<file path="src/rtl/aroc_pkg.sv">
`timescale 1ns / 1ps

package aroc_pkg;

	localparam int unsigned ADC_FULL_SCALE_DEF = 4095;

	localparam int unsigned NOW_W = 32;
	localparam int unsigned RAW_W = 12;
	localparam int unsigned REF_W = 20;
	localparam int unsigned THR_W = 12;
	localparam int unsigned MS_W = 16;
	localparam int unsigned RES_W = 32;
	localparam int unsigned RNG_W = 2;
	localparam int unsigned STAT_W = 2;
	localparam int unsigned NUM_W = RES_W + 1;
	localparam int unsigned CNT_W = $clog2(NUM_W + 1);

	localparam int unsigned CFG_IDX_W = 3;
	localparam int unsigned CFG_DATA_W = REF_W;
	localparam int unsigned IN_DATA_W = 48;
	localparam int unsigned OUT_DATA_W = 80;

	localparam logic [CFG_IDX_W-1:0] CFG_REF_LOW = 3'd0;
	localparam logic [CFG_IDX_W-1:0] CFG_REF_MID = 3'd1;
	localparam logic [CFG_IDX_W-1:0] CFG_REF_HIGH = 3'd2;
	localparam logic [CFG_IDX_W-1:0] CFG_LOW_THR = 3'd3;
	localparam logic [CFG_IDX_W-1:0] CFG_HIGH_THR = 3'd4;
	localparam logic [CFG_IDX_W-1:0] CFG_INTERVAL = 3'd5;
	localparam logic [CFG_IDX_W-1:0] CFG_RELEASE = 3'd6;
	localparam logic [CFG_IDX_W-1:0] CFG_SETTLE = 3'd7;

	localparam logic [RNG_W-1:0] RANGE_LOW = 2'd0;
	localparam logic [RNG_W-1:0] RANGE_MID = 2'd1;
	localparam logic [RNG_W-1:0] RANGE_HIGH = 2'd2;

	localparam logic [STAT_W-1:0] STAT_NONE = 2'd0;
	localparam logic [STAT_W-1:0] STAT_VALID = 2'd1;
	localparam logic [STAT_W-1:0] STAT_HIGH = 2'd2;

	localparam logic [REF_W-1:0] REF_LOW_RST = 20'd33;
	localparam logic [REF_W-1:0] REF_MID_RST = 20'd330;
	localparam logic [REF_W-1:0] REF_HIGH_RST = 20'd3300;
	localparam logic [THR_W-1:0] LOW_THR_RST = 12'd819;
	localparam logic [THR_W-1:0] HIGH_THR_RST = 12'd3072;
	localparam logic [MS_W-1:0] INTERVAL_RST = 16'd100;
	localparam logic [MS_W-1:0] RELEASE_RST = 16'd10;
	localparam logic [MS_W-1:0] SETTLE_RST = 16'd20;

	typedef enum logic [1:0] {
		MODE_MEASURE,
		MODE_RELEASE,
		MODE_SETTLE,
		MODE_FAULT
	} mode_t;

	typedef enum logic [1:0] {
		T_IDLE,
		T_EVAL,
		T_CONV,
		T_DONE
	} ctl_state_t;

	typedef enum logic [2:0] {
		C_IDLE,
		C_MUL,
		C_BIAS,
		C_DIV,
		C_DONE
	} conv_state_t;

	typedef struct packed {
		logic start;
		logic [REF_W-1:0] ref_ohm;
		logic [RAW_W-1:0] raw;
	} conv_req_t;

	typedef struct packed {
		logic done;
		logic [RES_W-1:0] resistance;
	} conv_rsp_t;

endpackage

</file>
<file path="src/rtl/aroc_conv.sv">
`timescale 1ns / 1ps

module aroc_conv import aroc_pkg::*; #(
	parameter int unsigned DEN_W = $clog2(ADC_FULL_SCALE_DEF + 1)
) (
	input  logic clk,
	input  logic arst_n,
	input  conv_req_t req,
	input  logic [DEN_W-1:0] den,
	output conv_rsp_t rsp
);

	conv_state_t state_q, state_d;
	logic [CNT_W-1:0] cnt_q;
	logic [RES_W-1:0] mcand_q;
	logic [RAW_W-1:0] mplier_q;
	logic [NUM_W-1:0] acc_q;
	logic [DEN_W-1:0] rem_q;
	logic [DEN_W-1:0] den_q;
	logic [DEN_W:0] rem_sh;
	logic [DEN_W:0] rem_diff;
	logic qbit;

	// One restoring division step: bring down the next numerator bit.
	assign rem_sh = {rem_q, acc_q[NUM_W-1]};
	assign rem_diff = rem_sh - {1'b0, den_q};
	assign qbit = (rem_sh >= {1'b0, den_q});

	always_comb begin
		state_d = state_q;
		unique case (state_q)
			C_IDLE: begin
				if (req.start) begin
					state_d = C_MUL;
				end
			end
			C_MUL: begin
				if (cnt_q == CNT_W'(RAW_W - 1)) begin
					state_d = C_BIAS;
				end
			end
			C_BIAS: begin
				state_d = C_DIV;
			end
			C_DIV: begin
				if (cnt_q == CNT_W'(NUM_W - 1)) begin
					state_d = C_DONE;
				end
			end
			C_DONE: begin
				state_d = C_IDLE;
			end
			default: begin
				state_d = C_IDLE;
			end
		endcase
	end

	always_comb begin
		rsp.done = (state_q == C_DONE);
		rsp.resistance = acc_q[NUM_W-1] ? '1 : acc_q[RES_W-1:0];
	end

	always_ff @(posedge clk or negedge arst_n) begin
		if (!arst_n) begin
			state_q <= C_IDLE;
			cnt_q <= '0;
		end else begin
			state_q <= state_d;
			if (state_q == C_MUL && state_d == C_MUL) begin
				cnt_q <= cnt_q + 1'b1;
			end else if (state_q == C_DIV) begin
				cnt_q <= cnt_q + 1'b1;
			end else begin
				cnt_q <= '0;
			end
		end
	end

	always_ff @(posedge clk) begin
		case (state_q)
			C_IDLE: begin
				mcand_q <= RES_W'(req.ref_ohm);
				mplier_q <= req.raw;
				den_q <= den;
				acc_q <= '0;
				rem_q <= '0;
			end
			C_MUL: begin
				if (mplier_q[0]) begin
					acc_q <= acc_q + NUM_W'(mcand_q);
				end
				mcand_q <= mcand_q << 1;
				mplier_q <= mplier_q >> 1;
			end
			C_BIAS: begin
				acc_q <= acc_q + NUM_W'(den_q >> 1);
				rem_q <= '0;
			end
			C_DIV: begin
				rem_q <= qbit ? rem_diff[DEN_W-1:0] : rem_sh[DEN_W-1:0];
				acc_q <= {acc_q[NUM_W-2:0], qbit};
			end
			default: begin
			end
		endcase
	end

endmodule

</file>
<file path="src/rtl/auto_ranging_ohmmeter_controller.sv">
`timescale 1ns / 1ps

// Auto-ranging ohmmeter controller.
// Each transfer on the s_ channel is one scheduler tick (time, converter
// sample and two status flags); each tick yields exactly one transfer on the
// m_ channel with relay drive, the latest measurement and the fault flag.
// Configuration registers are written through cfg_we, cfg_index and cfg_data;
// the user must do so only while no tick is in flight; the block does not enforce it.
// One tick is processed at a time. A tick that converts a sample passes
// through the bit-serial multiplier, a rounding step and the restoring
// divider (one quotient bit a cycle) in aroc_conv.
// s_tready is high only while no tick is in flight, so a new tick is not
// accepted until the previous one has been committed.
// The result waits in an output register; the next tick is accepted and
// processed while it waits and is held before commit until the output
// register is free, so a stalled receiver stalls the sender only then.
// Reset selects the middle range with its relay closed and starts the settle
// wait; the configuration and meter state registers return to their defaults.
module auto_ranging_ohmmeter_controller import aroc_pkg::*; #(
	parameter int unsigned ADC_FULL_SCALE = ADC_FULL_SCALE_DEF
) (
	input  logic clk,
	input  logic arst_n,
	input  logic s_tvalid,
	output logic s_tready,
	// now_ms[31:0], adc_sample[43:32], adc_ok[44], select_ok[45], zero pad
	input  logic [IN_DATA_W-1:0] s_tdata,
	output logic m_tvalid,
	input  logic m_tready,
	// relay_on[0], relay_range[2:1], result_available[3], meas_status[5:4],
	// meas_sample[17:6], meas_resistance_ohm[49:18], meas_reference_ohm[69:50],
	// meas_active_range[71:70], meas_recommended_range[73:72], fault[74], zero pad
	output logic [OUT_DATA_W-1:0] m_tdata,
	input  logic cfg_we,
	input  logic [CFG_IDX_W-1:0] cfg_index,
	input  logic [CFG_DATA_W-1:0] cfg_data
);

	localparam int unsigned FS_W = $clog2(ADC_FULL_SCALE + 1);
	localparam int unsigned CMP_W = (FS_W > RAW_W) ? FS_W : RAW_W;

	// Configuration registers.
	logic [REF_W-1:0] ref_low_q, ref_mid_q, ref_high_q;
	logic [THR_W-1:0] low_thr_q, high_thr_q;
	logic [MS_W-1:0] interval_q, release_q, settle_q;

	// Captured tick.
	logic [NOW_W-1:0] now_q;
	logic [RAW_W-1:0] raw_q;
	logic adc_ok_q, sel_ok_q;
	logic [RES_W-1:0] res_q;

	// Meter state.
	mode_t mode_q, mode_d;
	logic [RNG_W-1:0] active_q, active_d, pending_q, pending_d;
	logic [NOW_W-1:0] start_ms_q, start_ms_d, last_ms_q, last_ms_d;
	logic started_q, started_d, avail_q, avail_d;
	logic [RAW_W-1:0] lat_sample_q, lat_sample_d;
	logic [RES_W-1:0] lat_res_q, lat_res_d;
	logic [REF_W-1:0] lat_ref_q, lat_ref_d;
	logic [RNG_W-1:0] lat_act_q, lat_act_d, lat_rec_q, lat_rec_d;
	logic [STAT_W-1:0] lat_status_q, lat_status_d;
	logic relay_on_q, relay_on_d;
	logic [RNG_W-1:0] relay_sel_q, relay_sel_d;

	// Control.
	ctl_state_t state_q, state_d;
	logic commit, out_free, m_tvalid_q;
	logic [OUT_DATA_W-1:0] m_tdata_q, m_tdata_d;
	conv_req_t conv_req;
	conv_rsp_t conv_rsp;

	// Tick evaluation.
	logic [NOW_W-1:0] elapsed, base_ms;
	logic [MS_W-1:0] limit_ms;
	logic time_up, due;
	logic [RNG_W-1:0] rec;
	logic [REF_W-1:0] cur_ref;
	logic over_top, raw_in_range, conv_ok, need_conv;
	logic [CMP_W-1:0] den_full;
	logic [FS_W-1:0] den;

	always_comb begin
		base_ms = (mode_q == MODE_MEASURE) ? last_ms_q : start_ms_q;
		case (mode_q)
			MODE_RELEASE: limit_ms = release_q;
			MODE_SETTLE: limit_ms = settle_q;
			default: limit_ms = interval_q;
		endcase
		elapsed = now_q - base_ms;
		time_up = (elapsed >= NOW_W'(limit_ms));
		due = !started_q || time_up;

		if (raw_q < low_thr_q && active_q != RANGE_LOW) begin
			rec = active_q - 1'b1;
		end else if (raw_q > high_thr_q && active_q != RANGE_HIGH) begin
			rec = active_q + 1'b1;
		end else begin
			rec = active_q;
		end

		case (active_q)
			RANGE_LOW: cur_ref = ref_low_q;
			RANGE_MID: cur_ref = ref_mid_q;
			default: cur_ref = ref_high_q;
		endcase

		over_top = (active_q == RANGE_HIGH) && (raw_q > high_thr_q);
		raw_in_range = (CMP_W'(raw_q) < CMP_W'(ADC_FULL_SCALE));
		conv_ok = (cur_ref != '0) && raw_in_range;
		den_full = CMP_W'(ADC_FULL_SCALE) - CMP_W'(raw_q);
		den = den_full[FS_W-1:0];
		need_conv = (mode_q == MODE_MEASURE) && due && adc_ok_q && (rec == active_q)
			&& !over_top && conv_ok;
	end

	// Next meter state for the tick under evaluation.
	always_comb begin
		mode_d = mode_q;
		active_d = active_q;
		pending_d = pending_q;
		start_ms_d = start_ms_q;
		last_ms_d = last_ms_q;
		started_d = started_q;
		avail_d = avail_q;
		lat_sample_d = lat_sample_q;
		lat_res_d = lat_res_q;
		lat_ref_d = lat_ref_q;
		lat_act_d = lat_act_q;
		lat_rec_d = lat_rec_q;
		lat_status_d = lat_status_q;
		relay_on_d = relay_on_q;
		relay_sel_d = relay_sel_q;
		unique case (mode_q)
			MODE_RELEASE: begin
				if (time_up) begin
					if (!sel_ok_q) begin
						relay_on_d = 1'b0;
						avail_d = 1'b0;
						lat_status_d = STAT_NONE;
						mode_d = MODE_FAULT;
					end else begin
						relay_on_d = 1'b1;
						relay_sel_d = pending_q;
						mode_d = MODE_SETTLE;
						start_ms_d = now_q;
					end
				end
			end
			MODE_SETTLE: begin
				if (time_up) begin
					active_d = pending_q;
					lat_act_d = pending_q;
					lat_rec_d = pending_q;
					lat_status_d = STAT_NONE;
					started_d = 1'b0;
					mode_d = MODE_MEASURE;
				end
			end
			MODE_MEASURE: begin
				if (due) begin
					last_ms_d = now_q;
					started_d = 1'b1;
					if (!adc_ok_q) begin
						avail_d = 1'b0;
					end else if (rec != active_q) begin
						avail_d = 1'b0;
						lat_status_d = STAT_NONE;
						pending_d = rec;
						relay_on_d = 1'b0;
						mode_d = MODE_RELEASE;
						start_ms_d = now_q;
					end else if (over_top) begin
						lat_sample_d = raw_q;
						lat_res_d = '0;
						lat_ref_d = cur_ref;
						lat_act_d = active_q;
						lat_rec_d = active_q;
						lat_status_d = STAT_HIGH;
						avail_d = 1'b1;
					end else if (!conv_ok) begin
						avail_d = 1'b0;
						lat_status_d = STAT_NONE;
					end else begin
						lat_sample_d = raw_q;
						lat_res_d = res_q;
						lat_ref_d = cur_ref;
						lat_act_d = active_q;
						lat_rec_d = rec;
						lat_status_d = STAT_VALID;
						avail_d = 1'b1;
					end
				end
			end
			MODE_FAULT: begin
			end
			default: begin
			end
		endcase
	end

	// Control state machine.
	assign out_free = !m_tvalid_q || m_tready;

	always_comb begin
		state_d = state_q;
		unique case (state_q)
			T_IDLE: begin
				if (s_tvalid) begin
					state_d = T_EVAL;
				end
			end
			T_EVAL: begin
				state_d = need_conv ? T_CONV : T_DONE;
			end
			T_CONV: begin
				if (conv_rsp.done) begin
					state_d = T_DONE;
				end
			end
			T_DONE: begin
				if (out_free) begin
					state_d = T_IDLE;
				end
			end
			default: begin
				state_d = T_IDLE;
			end
		endcase
	end

	always_comb begin
		s_tready = (state_q == T_IDLE);
		commit = (state_q == T_DONE) && out_free;
		conv_req.start = (state_q == T_EVAL) && need_conv;
		conv_req.ref_ohm = cur_ref;
		conv_req.raw = raw_q;
	end

	always_comb begin
		m_tdata_d = '0;
		m_tdata_d[0] = relay_on_d;
		m_tdata_d[2:1] = relay_sel_d;
		m_tdata_d[3] = avail_d;
		if (avail_d) begin
			m_tdata_d[5:4] = lat_status_d;
			m_tdata_d[17:6] = lat_sample_d;
			m_tdata_d[49:18] = lat_res_d;
			m_tdata_d[69:50] = lat_ref_d;
			m_tdata_d[71:70] = lat_act_d;
			m_tdata_d[73:72] = lat_rec_d;
		end
		m_tdata_d[74] = (mode_d == MODE_FAULT);
	end

	aroc_conv #(
		.DEN_W(FS_W)
	) u_conv (
		.clk(clk),
		.arst_n(arst_n),
		.req(conv_req),
		.den(den),
		.rsp(conv_rsp)
	);

	always_ff @(posedge clk or negedge arst_n) begin
		if (!arst_n) begin
			ref_low_q <= REF_LOW_RST;
			ref_mid_q <= REF_MID_RST;
			ref_high_q <= REF_HIGH_RST;
			low_thr_q <= LOW_THR_RST;
			high_thr_q <= HIGH_THR_RST;
			interval_q <= INTERVAL_RST;
			release_q <= RELEASE_RST;
			settle_q <= SETTLE_RST;
		end else if (cfg_we) begin
			unique case (cfg_index)
				CFG_REF_LOW: ref_low_q <= cfg_data;
				CFG_REF_MID: ref_mid_q <= cfg_data;
				CFG_REF_HIGH: ref_high_q <= cfg_data;
				CFG_LOW_THR: low_thr_q <= cfg_data[THR_W-1:0];
				CFG_HIGH_THR: high_thr_q <= cfg_data[THR_W-1:0];
				CFG_INTERVAL: interval_q <= cfg_data[MS_W-1:0];
				CFG_RELEASE: release_q <= cfg_data[MS_W-1:0];
				CFG_SETTLE: settle_q <= cfg_data[MS_W-1:0];
				default: begin
				end
			endcase
		end
	end

	always_ff @(posedge clk or negedge arst_n) begin
		if (!arst_n) begin
			state_q <= T_IDLE;
			m_tvalid_q <= 1'b0;
			mode_q <= MODE_SETTLE;
			active_q <= RANGE_MID;
			pending_q <= RANGE_MID;
			start_ms_q <= '0;
			last_ms_q <= '0;
			started_q <= 1'b0;
			avail_q <= 1'b0;
			lat_sample_q <= '0;
			lat_res_q <= '0;
			lat_ref_q <= '0;
			lat_act_q <= RANGE_MID;
			lat_rec_q <= RANGE_MID;
			lat_status_q <= STAT_NONE;
			relay_on_q <= 1'b1;
			relay_sel_q <= RANGE_MID;
		end else begin
			state_q <= state_d;
			m_tvalid_q <= commit || (m_tvalid_q && !m_tready);
			if (commit) begin
				mode_q <= mode_d;
				active_q <= active_d;
				pending_q <= pending_d;
				start_ms_q <= start_ms_d;
				last_ms_q <= last_ms_d;
				started_q <= started_d;
				avail_q <= avail_d;
				lat_sample_q <= lat_sample_d;
				lat_res_q <= lat_res_d;
				lat_ref_q <= lat_ref_d;
				lat_act_q <= lat_act_d;
				lat_rec_q <= lat_rec_d;
				lat_status_q <= lat_status_d;
				relay_on_q <= relay_on_d;
				relay_sel_q <= relay_sel_d;
			end
		end
	end

	always_ff @(posedge clk) begin
		if (s_tvalid && s_tready) begin
			now_q <= s_tdata[31:0];
			raw_q <= s_tdata[43:32];
			adc_ok_q <= s_tdata[44];
			sel_ok_q <= s_tdata[45];
		end
		if (conv_rsp.done) begin
			res_q <= conv_rsp.resistance;
		end
		if (commit) begin
			m_tdata_q <= m_tdata_d;
		end
	end

	assign m_tvalid = m_tvalid_q;
	assign m_tdata = m_tdata_q;

`ifndef SYNTHESIS
	a_fault_relays_open: assert property (@(posedge clk) disable iff (!arst_n)
		m_tvalid && m_tdata[74] |-> !m_tdata[0])
		else $error("fault reported with a relay closed");

	a_unavail_zero: assert property (@(posedge clk) disable iff (!arst_n)
		m_tvalid && !m_tdata[3] |-> m_tdata[73:4] == '0)
		else $error("measurement fields nonzero while unavailable");

	a_conv_in_measure: assert property (@(posedge clk) disable iff (!arst_n)
		state_q == T_CONV |-> mode_q == MODE_MEASURE)
		else $error("conversion running outside measure mode");

	a_accept_to_eval: assert property (@(posedge clk) disable iff (!arst_n)
		s_tvalid && s_tready |=> state_q == T_EVAL && !s_tready)
		else $error("accepted tick not evaluated");
`endif

endmodule
</file>
<file path="config.mk">
export PLATFORM = sky130hd
export DESIGN_NAME = auto_ranging_ohmmeter_controller
export DESIGN_NICKNAME = d
export VERILOG_FILES = /design/src/rtl/aroc_pkg.sv /design/src/rtl/aroc_conv.sv /design/src/rtl/auto_ranging_ohmmeter_controller.sv
export SDC_FILE = /design/constraint.sdc
export NUM_CORES = 1
export LEC_CHECK = 0
export ABC_AREA = 0
export BUFFER_PORTS_ARGS = -buffer_cell sky130_fd_sc_hd__buf_2
export CORE_MARGIN = 2
export CORE_UTILIZATION = 55
export DETAILED_ROUTE_END_ITERATION = 10
export PLACE_DENSITY = 0.73
export SLEW_MARGIN = 20
export SYNTH_ARGS = -nofsm -noshare
export SYNTH_HDL_FRONTEND = slang
export SYNTH_SLANG_ARGS = --single-unit
</file>
<file path="constraint.sdc">
create_clock -name clk -period 8.75 [get_ports clk]
set_clock_uncertainty 0.15 [all_clocks]
set_input_delay 1.3125 -clock clk [delete_from_list [all_inputs] [get_ports clk]]
set_output_delay 1.3125 -clock clk [all_outputs]
set_load 0.005 [all_outputs]
</file>
== Word level (Yosys, flattened, before mapping) ==
Index checks and enable logic that the tools add are counted.

* Flip-flop bits (word level): 543
* Output and inout port bits: 82
* Latch bits: 0
* Memory bits (read-only): 0
* Bits in writable memories: 0
* Word-level logic and storage cells: 232
* Memories kept: 0

* Reductions and logical operators: 49
* Order comparisons: 5
* Divide/modulo/power cells: 0
* Eq/ne operators: 35
* Multipliers: 0
* $add $sub $neg: 8
* Mux-type cells: 96
* Shifts and indexed selects: 0
* Bitwise operators: 0

{| class="wikitable"
|+ Operators with widths
! kind !! count
|-
| two-way mux 32 bit || 12
|-
| one-hot mux 33 bit (4 select lines) || 1
|-
| one-hot mux 32 bit (2 select lines) || 2
|-
| two-way mux 20 bit || 6
|-
| two-way mux 12 bit || 7
|-
| two-way mux 2 bit || 32
|-
| one-hot mux 12 bit (2 select lines) || 2
|-
| one-hot mux 20 bit (2 select lines) || 1
|-
| adder 33 x 11 -> 33 bit || 1
|-
| adder 33 x 32 -> 33 bit || 1
|-
| two-way mux 33 bit || 1
|-
| greater-or-equal comparator 32 x 16 -> 1 bit || 1
|-
| one-hot mux 16 bit (2 select lines) || 1
|-
| subtractor 32 bit || 1
|-
| nonzero test 20 bit || 1
|-
| inequality test 2 bit (second input constant) || 9
|-
| AND reduction 2 bit || 9
|-
| two-way mux 1 bit || 17
|-
| equality test 3 bit (second input constant) || 5
|-
| logical AND 1 bit || 14
|-
| greater-or-equal comparator 13 x 12 -> 1 bit || 1
|-
| equality test 3 x 2 -> 1 bit (second input constant) || 4
|-
| greater-than comparator 12 bit || 1
|-
| < comparator 12 bit || 1
|-
| other kinds (32) || 62
|}

== Depth between registers and ports, before layout ==
Gate-level depths: netlist of run 1.

* Depth in word-level cells: 16
* Mapped depth: 30
* Mapped depth without buffers: 26

== By module ==
Synthesis of run 1 repeated with hierarchy kept, for this count alone.

* Cell total of the unflattened synthesis: 2371
* Area total of the unflattened synthesis: 27963.1 um^2

{| class="wikitable"
|+ By module, submodules not included
! module !! sequential area each (um^2) !! cells an instance !! area each (um^2) !! times used
|-
| auto_ranging_ohmmeter_controller || 11643.7 || 1657 || 20557.2 || 1
|-
| aroc_conv || 3258.1 || 714 || 7405.9 || 1
|}

== Least setup slack after synthesis of run 1 ==
Ideal clock, no wire load.

* Kind: register to register
* Start: reg mode_q[0]
* End: reg m_tdata_q[63], in the netlist m_tdata[63] (data pin)
* Data required time: 8326 ps
* Library setup time: 274 ps
* Period minus slack after synthesis: 6422 ps
* Arrival time: 5998 ps
* Setup slack: 2328 ps
* Stages on the path, launching flop included: 30
* Buffers on the path: 6
* Cell sequence: dfrtp_1 -> inv_1 -> ha_1 -> clkbuf_1 -> clkbuf_1 -> buf_1 -> mux2i_1 -> ha_1 -> a211oi_1 -> o211ai_1 -> o21ai_0 -> nor2_1 -> o21ai_0 -> nand2b_1 -> a21oi_1 -> xnor2_1 -> ha_1 -> a21o_1 -> a21o_1 -> a22oi_1 -> nand4_1 -> or4_1 -> nor4_1 -> nand4_1 -> nor4_4 -> or2_2 -> buf_2 -> buf_2 -> buf_2 -> o22ai_1

* Word-level cells in the longest chain between the ends: 7

{| class="wikitable"
|+ Ends and longest elaborated chain
! what !! line !! source
|-
| start: declaration || auto_ranging_ohmmeter_controller.sv:54 || <nowiki>mode_t mode_q, mode_d;</nowiki>
|-
| start signal: assignment || auto_ranging_ohmmeter_controller.sv:315 || <nowiki>mode_q <= mode_d;</nowiki>
|-
| logical NOT 2 bit || auto_ranging_ohmmeter_controller.sv:84, auto_ranging_ohmmeter_controller.sv:134 ||
|-
| two-way mux 32 bit || auto_ranging_ohmmeter_controller.sv:84 || <nowiki>base_ms = (mode_q == MODE_MEASURE) ? last_ms_q : start_ms_q;</nowiki>
|-
| subtractor 32 bit || auto_ranging_ohmmeter_controller.sv:90 || <nowiki>elapsed = now_q - base_ms;</nowiki>
|-
| greater-or-equal comparator 32 x 16 -> 1 bit || auto_ranging_ohmmeter_controller.sv:91 || <nowiki>time_up = (elapsed >= NOW_W'(limit_ms));</nowiki>
|-
| logical OR 1 bit || auto_ranging_ohmmeter_controller.sv:92 || <nowiki>due = !started_q || time_up;</nowiki>
|-
| two-way mux 1 bit / two-way mux 20 bit (equally long branches) || auto_ranging_ohmmeter_controller.sv:161 || <nowiki>if (due) begin</nowiki>
|-
| one-hot mux 1 bit (2 select lines) / two-way mux 20 bit (equally long branches) || auto_ranging_ohmmeter_controller.sv:134 || <nowiki>unique case (mode_q)</nowiki>
|-
| end signal: assignment || auto_ranging_ohmmeter_controller.sv:345 || <nowiki>m_tdata_q <= m_tdata_d;</nowiki>
|-
| end: declaration || auto_ranging_ohmmeter_controller.sv:69 || <nowiki>logic [OUT_DATA_W-1:0] m_tdata_q, m_tdata_d;</nowiki>
|}

Parallel ways exist; a longest one is shown, timed or not.
A chain may end at the register's enable or synchronous reset.

== Worst setup path in the final report of run 1 ==
* Start: reg mode_q[0]
* End: reg m_tdata_q[4], in the netlist m_tdata[4] (data pin)

* Word-level cells in the longest chain between the ends: 7

{| class="wikitable"
|+ Ends and longest elaborated chain
! what !! line
|-
| logical NOT 2 bit || auto_ranging_ohmmeter_controller.sv:84, auto_ranging_ohmmeter_controller.sv:134
|-
| two-way mux 32 bit || auto_ranging_ohmmeter_controller.sv:84
|-
| subtractor 32 bit || auto_ranging_ohmmeter_controller.sv:90
|-
| greater-or-equal comparator 32 x 16 -> 1 bit || auto_ranging_ohmmeter_controller.sv:91
|-
| logical OR 1 bit || auto_ranging_ohmmeter_controller.sv:92
|-
| two-way mux 2 bit / two-way mux 1 bit (equally long branches) || auto_ranging_ohmmeter_controller.sv:161
|-
| one-hot mux 2 bit (3 select lines) / one-hot mux 1 bit (2 select lines) (equally long branches) || auto_ranging_ohmmeter_controller.sv:134
|}

Parallel ways exist; a longest one is shown, timed or not.

==> results.tsv, run 1 <==
stage	metric	value	unit
run_status	outcome	complete, no violations	
clock_tree	Reg clk slew, reported paths	0.06	ns
clock_tree	Resize count post-CTS	0	
synthesis	Post-synth top cells	255 x dfrtp_1, 254 x edfxtp_1, 179 x mux2_2	
power	Int Power	4.54	mW
placed_design	hpwl dp	43500	um
grt	GRT Util Overall	0.251	
sta	Slew Viols, Final	0	
power	Clock power frac	0.417	
hold_path	Hold Path Depth	1	
clock_tree	TritonCTS Buffers	55	
die	Cell Rows	81	
clock_tree	CTS Buffer Depth	3	
synthesis	top-count cell post-synth	dfrtp_1	
cells_and_area	Synth-to-Final Area Change	12.3	%
critical_path	Worst R2R End	m_tdata[4]	
die	CORE AREA	0.0488	sq mm
synthesis	Avg Inst Size Synth	11.5	sq um
critical_path	WP data arrival	7.83	ns
cells_and_area	n_diodes	0	
clock_tree	H-tree levels	2	
synthesis	Yosys cell types	83	
grt	Congestion Overflow GR	0	
sta	fmax	131	MHz
synthesis	FFs w/ async S/R, synth	0.532	
clock_tree	hold bufs inserted after CTS	0	
synthesis	Seq cells post-synth	543	
critical_path	type of the worst setup path	register to register	
critical_path	CP endpoint kind	register	
clock_tree	Post CTS Setup Buffer Count	0	
critical_path	startpoint class of the critical path	register	
power	Lkg Pwr	13.4	nW
cells_and_area	share of cells above drive strength 1	0.218	
power	switching fraction of total power	0.232	
placed_design	dpl cell area	0.0286	sq mm
placed_design	Buffers on Ports	150	
route	Routed WL	63000	um
hold_path	Hold Path End	start_ms_q[16]	
route	# DRC	0	
clock_tree	Num Clock Sinks	543	
sta	Setup TNS	0	ns
route	Pre-antenna DRT Iters	5	
synthesis	synthesized cell area	0.0272	sq mm
route	wire per inst	19.7	um
synthesis	post-synth top area cell	edfxtp_1	
die	Die W	226	um
critical_path	Max FO, Critical Path	56	
route	vias per inst	6.00	
hold_path	Hold Path Class	register to register	
run	maxcap violations	0	
cells_and_area	Nets	2686	
route	Final ANT Viol Nets	0	
die	area of the die	0.0512	sq mm
power	worst-case vdd ir drop	159	uV
power	Flop pwr share	0.495	
sta	Worst slew margin	0.263	
route	Vias	19100	
sta	final hold vios	0	
synthesis	Yosys top cell area share	0.281	
sta	RSZ-0062 raised after global routing	false	
die	number of I/O pins	158	
cells_and_area	filler instances	3836	
sta	Min Clock Period, post-route	7.66	ns
power	combinational power share	0.089	
critical_path	CP required	8.92	ns
route	starting DRC count in detailed routing	1527	
clock_tree	CTS tree	done	
cells_and_area	post-route cell area	0.0305	sq mm
placed_design	gp weighted congestion	0.909	
synthesis	Synth area leaders	edfxtp_1 28%, dfrtp_1 23%, mux2_2 7.4%	
hold_path	hold path start	start_ms_q[16]	
sta	Worst Max-Slew Pin Slew	1.10	ns
sta	Setup violations, final	0	
synthesis	Seq/Total Area, Yosys	0.548	
sta	fin crit share	0.876	
critical_path	Reg-to-Reg Start	mode_q[0]	
critical_path	R2R setup slack	1.09	ns
clock_tree	worst-skew pair later-pin latency	0.63	ns
synthesis	dominant synthesized flop cell	dfrtp_1	
synthesis	Yosys Warn Count	0	
synthesis	Synth Instances	2358	
grt	first-pass GRT wire length	101000	um
die	die extent in y	226	um
grt	largest net degree at the start of global routing	109	
power	PwrDens	194	mW/mm^2
synthesis	Post-synth EDFFs	254	
power	Sw Pwr	1.37	mW
clock_tree	Root Buffer	clkbuf_16	
grt	initial antenna violation count	3	
grt	number of global-route vias before repair	18600	
critical_path	worst r2r path cells	23	
die	Initial Util	0.557	
[layout by cell type (no fill, tap or decap), types with 34 or more instances in the layout]
| master | count |
|---|---|
| dfrtp_1 | 255 |
| edfxtp_1 | 254 |
| mux2_2 | 179 |
| nand2_1 | 169 |
| o21ai_0 | 165 |
| a21oi_1 | 163 |
| buf_2 | 149 |
| nor2_1 | 144 |
| ha_1 | 126 |
| inv_1 | 92 |
| a22oi_1 | 56 |
| a22o_1 | 56 |
| clkbuf_16 | 55 |
| mux2i_1 | 38 |
| buf_4 | 37 |
| nor2b_1 | 36 |
| o22ai_1 | 35 |
| a21o_1 | 35 |
| or2_2 | 34 |
| dfstp_2 | 34 |
[final cells by class]
cell class	instances	area, sq um	share of cell area
well taps	664	831	0.0272
clock buffers	67	1460	0.0479
flip-flops and latches	543	14900	0.488
inverters	94	354	0.0116
multi-input cells	1598	11500	0.376
clock inverters	37	447	0.0146
repair buffers	188	1070	0.0349
[sequential cells by signal (all words and copies together), names as in the netlist, 20 cells and up]
| signal | cells |
|---|---|
| ref_high_q | 20 |
| now_q | 32 |
| lat_ref_q | 20 |
| u_conv.mcand_q | 32 |
| lat_res_q | 32 |
| ref_mid_q | 20 |
| last_ms_q | 32 |
| m_tdata | 75 |
| start_ms_q | 32 |
| u_conv.acc_q | 33 |
| res_q | 32 |
| ref_low_q | 20 |
[cell families (layout without fill, tap and decap cells)]
logic type | count (synthesis) | count (layout) | synth area share
AOI/OAI and AO/OA | 603 | 603 | 0.139
muxes | 241 | 241 | 0.0981
and+or+nand+nor | 561 | 561 | 0.101
other | 1 | 5 | 0.000138
DFF | 543 | 543 | 0.548
xor gates and xnor gates | 58 | 58 | 0.0187
buffers and inverters | 221 | 386 | 0.0342
adders and majority gates | 130 | 130 | 0.0607
[critical path: stages (launching register included)]
cell	delay, ns
dfrtp_1	0.44
inv_1	0.15
ha_2	0.34
buf_4	0.37
mux2i_1	0.30
ha_1	0.32
a21oi_1	0.20
nand2_1	0.09
o21ai_0	0.48
o21ai_0	0.28
nand2_1	0.14
xnor2_1	0.07
ha_1	0.24
a221oi_1	0.24
o221ai_1	0.16
a2111o_1	0.30
or4_1	0.50
nor4_1	0.25
nand4_1	0.25
nor4_4	0.67
or2_4	0.67
and2_1	0.23
buf_4	0.36
a21oi_1	0.14
[power groups by stage]
stage | Sequential [mW] | Combinational [mW] | Clock [mW]
detailed placement | 2.97 | 0.517 | 0
finish | 2.92 | 0.524 | 2.46
floorplan | 2.94 | 0.366 | 0
CTS | 2.92 | 0.524 | 2.51
global placement | 2.96 | 0.497 | 0
global route | 2.94 | 0.581 | 2.60
[layer usage]
| layer | vias up | global-route usage | wire length [um] |
|---|---|---|---|
| met5 | - | 0 | 40 |
| met2 | 651 | 0.389 | 28700 |
| li1 | 8884 | - | - |
| met1 | 9468 | 0.361 | 28400 |
| met4 | 6 | 0.0834 | 1890 |
| met3 | 135 | 0.0411 | 4000 |
[worst max path at each step]
stage	end	slack [ns]	start
floorplan	m_tdata[63]	2.33	mode_q[0]
global placement	m_tdata[4]	1.43	mode_q[0]
detailed placement	m_tdata[4]	1.26	mode_q[0]
CTS	m_tdata[4]	1.17	mode_q[0]
global route	m_tdata[4]	0.57	mode_q[0]
finish	m_tdata[4]	1.09	mode_q[0]
[stage by stage]
stage	hold slack, ns	cells	utilization	worst slack, ns	power [mW]
6_report	0.336	3191	0.625	1.09	5.91
2_1_floorplan	0.294	2362	-	2.33	3.31
3_5_place_dp	0.325	3087	0.586	1.26	3.49
3_3_place_gp	0.309	3086	0.585	1.43	3.46
4_1_cts	0.340	3191	0.625	1.17	5.96
5_1_grt	0.362	3191	0.625	0.570	6.12
Note: power is estimated with default switching activity, not from simulation.
==> inputs of run 2 (changes only) <==
clock period = 9.36 ns   (was 8.75 ns; I/O delays follow)
==> results.tsv, run 2 (same netlist as run 1, synthesis figures left out) <==
stage	metric	value	unit
cells_and_area	FF/Latch Area	0.0149	sq mm
critical_path	type of the worst setup path	register to register	
route	wire per inst	19.7	um
cells_and_area	most frequent cells in the layout	255 x dfrtp_1, 254 x edfxtp_1, 179 x mux2_2	
placed_design	gp weighted congestion	0.939	
route	Final ANT Viol Nets	0	
placed_design	dpl cell area	0.0286	sq mm
critical_path	Max FO, Critical Path	79	
clock_tree	CTS Buffer Depth	3	
sta	final worst setup slack	1.61	ns
grt	GRT busiest layer	met2	
cells_and_area	Multi-input gate area	0.0115	sq mm
die	Die W	226	um
sta	fin crit share	0.828	
placed_design	hpwl dp	43200	um
die	CORE AREA	0.0488	sq mm
grt	initial antenna violation count	4	
critical_path	Critical Path, Cell by Cell	inv_1 > ha_2 > buf_4 > mux2i_1 > ha_1 > nand4_1 > nor4b_1 > nor3b_1 > xnor2_1 > ha_1 > nand4_1 > or4_1 > nand4_1 > or4_1 > nor4_1 > nand4_1 > nor4_4 > or2_4 > and2_1 > buf_4 > nor2_1	
hold_path	Hold Path Class	register to register	
sta	Slew Viols, Final	0	
route	vias per inst	5.91	
critical_path	startpoint class of the critical path	register	
clock_tree	Post CTS Setup Buffer Count	0	
cells_and_area	commonest non-fill, non-tap cell in the layout	dfrtp_1	
critical_path	slowest stage delay, CP	0.78	ns
clock_tree	Reg clk slew, reported paths	0.06	ns
clock_tree	Resize count post-CTS	0	
route	starting DRC count in detailed routing	1603	
clock_tree	CTS tree	done	
grt	GRT met1 Usage	0.357	
clock_tree	worst-skew pair later-pin latency	0.61	ns
critical_path	worst r2r path cells	21	
critical_path	critical path's slowest cell	or2_4	
sta	final hold vios	0	
sta	Worst slew margin	0.263	
run_status	outcome	complete, no violations	
placed_design	worst slack, placed	1.67	ns
grt	number of global-route vias before repair	18600	
power	worst-case vdd ir drop	144	uV
power	Final Power	5.38	mW
clock_tree	TritonCTS Buffers	53	
critical_path	WP data arrival	7.94	ns
grt	GRT Util Overall	0.248	
sta	RSZ-0062 raised after global routing	false	
grt	met3 usage	0.0430	
run	maxcap violations	0	
power	PwrDens	177	mW/mm^2
die	number of I/O pins	158	
grt	largest net degree at the start of global routing	117	
sta	Hold WS	0.326	ns
critical_path	CP most frequent cell	nand4_1	
die	area of the die	0.0512	sq mm
cells_and_area	filler instances	3892	
power	Lkg Pwr	13.3	nW
die	die extent in y	226	um
cells_and_area	post-route cell area	0.0303	sq mm
route	Routed WL	62800	um
sta	Setup TNS	0	ns
clock_tree	hold bufs inserted after CTS	0	
grt	first-pass GRT wire length	101000	um
cells_and_area	share of cells above drive strength 1	0.214	
route	Pre-antenna DRT Iters	5	
hold_path	Hold Path Depth	2	
sta	Worst Max-Slew Pin Slew	1.10	ns
cells_and_area	n_diodes	0	
die	Cell Rows	81	
die	Initial Util	0.557	
cells_and_area	Synth-to-Final Area Change	11.6	%
clock_tree	Num Clock Sinks	543	
placed_design	Buffers on Ports	150	
route	# DRC	0	
grt	grt met2 use	0.388	
grt	Congestion Overflow GR	0	
sta	Min Clock Period, post-route	7.75	ns
clock_tree	H-tree levels	2	
cells_and_area	Nets	2680	
route	Vias	18800	
sta	Setup violations, final	0	
cells_and_area	number of flip-flops under the largest register name	75	
critical_path	CP endpoint kind	register	
sta	fmax	129	MHz
clock_tree	Root Buffer	clkbuf_16	
critical_path	CP required	9.55	ns
run 2: critical path, delay by kind of cell, from the launching register on:
kind	cells	cell delay (ns)
AND/OR/NAND/NOR	13	4.21
adder cells (fa/ha/maj)	3	1.25
XOR/XNOR	1	0.17
multiplexers	1	0.18
flip-flops	1	0.44
buffers and inverters	3	1.04
run 2: layer usage:
metal	wire length [um]	vias to the layer above
li1	-	8886
met1	28700	9219
met2	28500	571
met3	3910	114
met4	1650	8
met5	44	-
run 2: metrics by stage:
step                      instances  utilization
after floorplan                2362            -
after global placement         3082        0.585
after CTS                      3181        0.620
after global routing           3182        0.621
final                          3182        0.621
after detailed placement       3082        0.585
run 2: worst paths after layout:
path / start / endpoint / slack (ns)
setup / recovery: mode_q[0] / m_tdata[35] / 1.61
hold / removal: last_ms_q[0] / last_ms_q[0] / 0.33
setup reg to reg: mode_q[0] / m_tdata[35] / 1.61
hold reg to reg: last_ms_q[0] / last_ms_q[0] / 0.33
max in group asynchronous: arst_n / ref_low_q[15] / 6.30
min in group asynchronous: arst_n / last_ms_q[2] / 0.75
run 2: final cells by class:
type,instances,share of cell area
well taps,664,0.0274
repair buffers,184,0.0342
multi-input cells,1598,0.378
flip-flops and latches,543,0.491
clock buffers,71,0.0480
clock inverters,28,0.00965
inverters,94,0.0117
run 2: power by group:
part	leakage (nW)	total, mW	switching, mW	internal (mW)
clock	0.859	2.16	0.909	1.25
sequential	6.43	2.73	0.0711	2.66
combinational	6.04	0.488	0.266	0.222
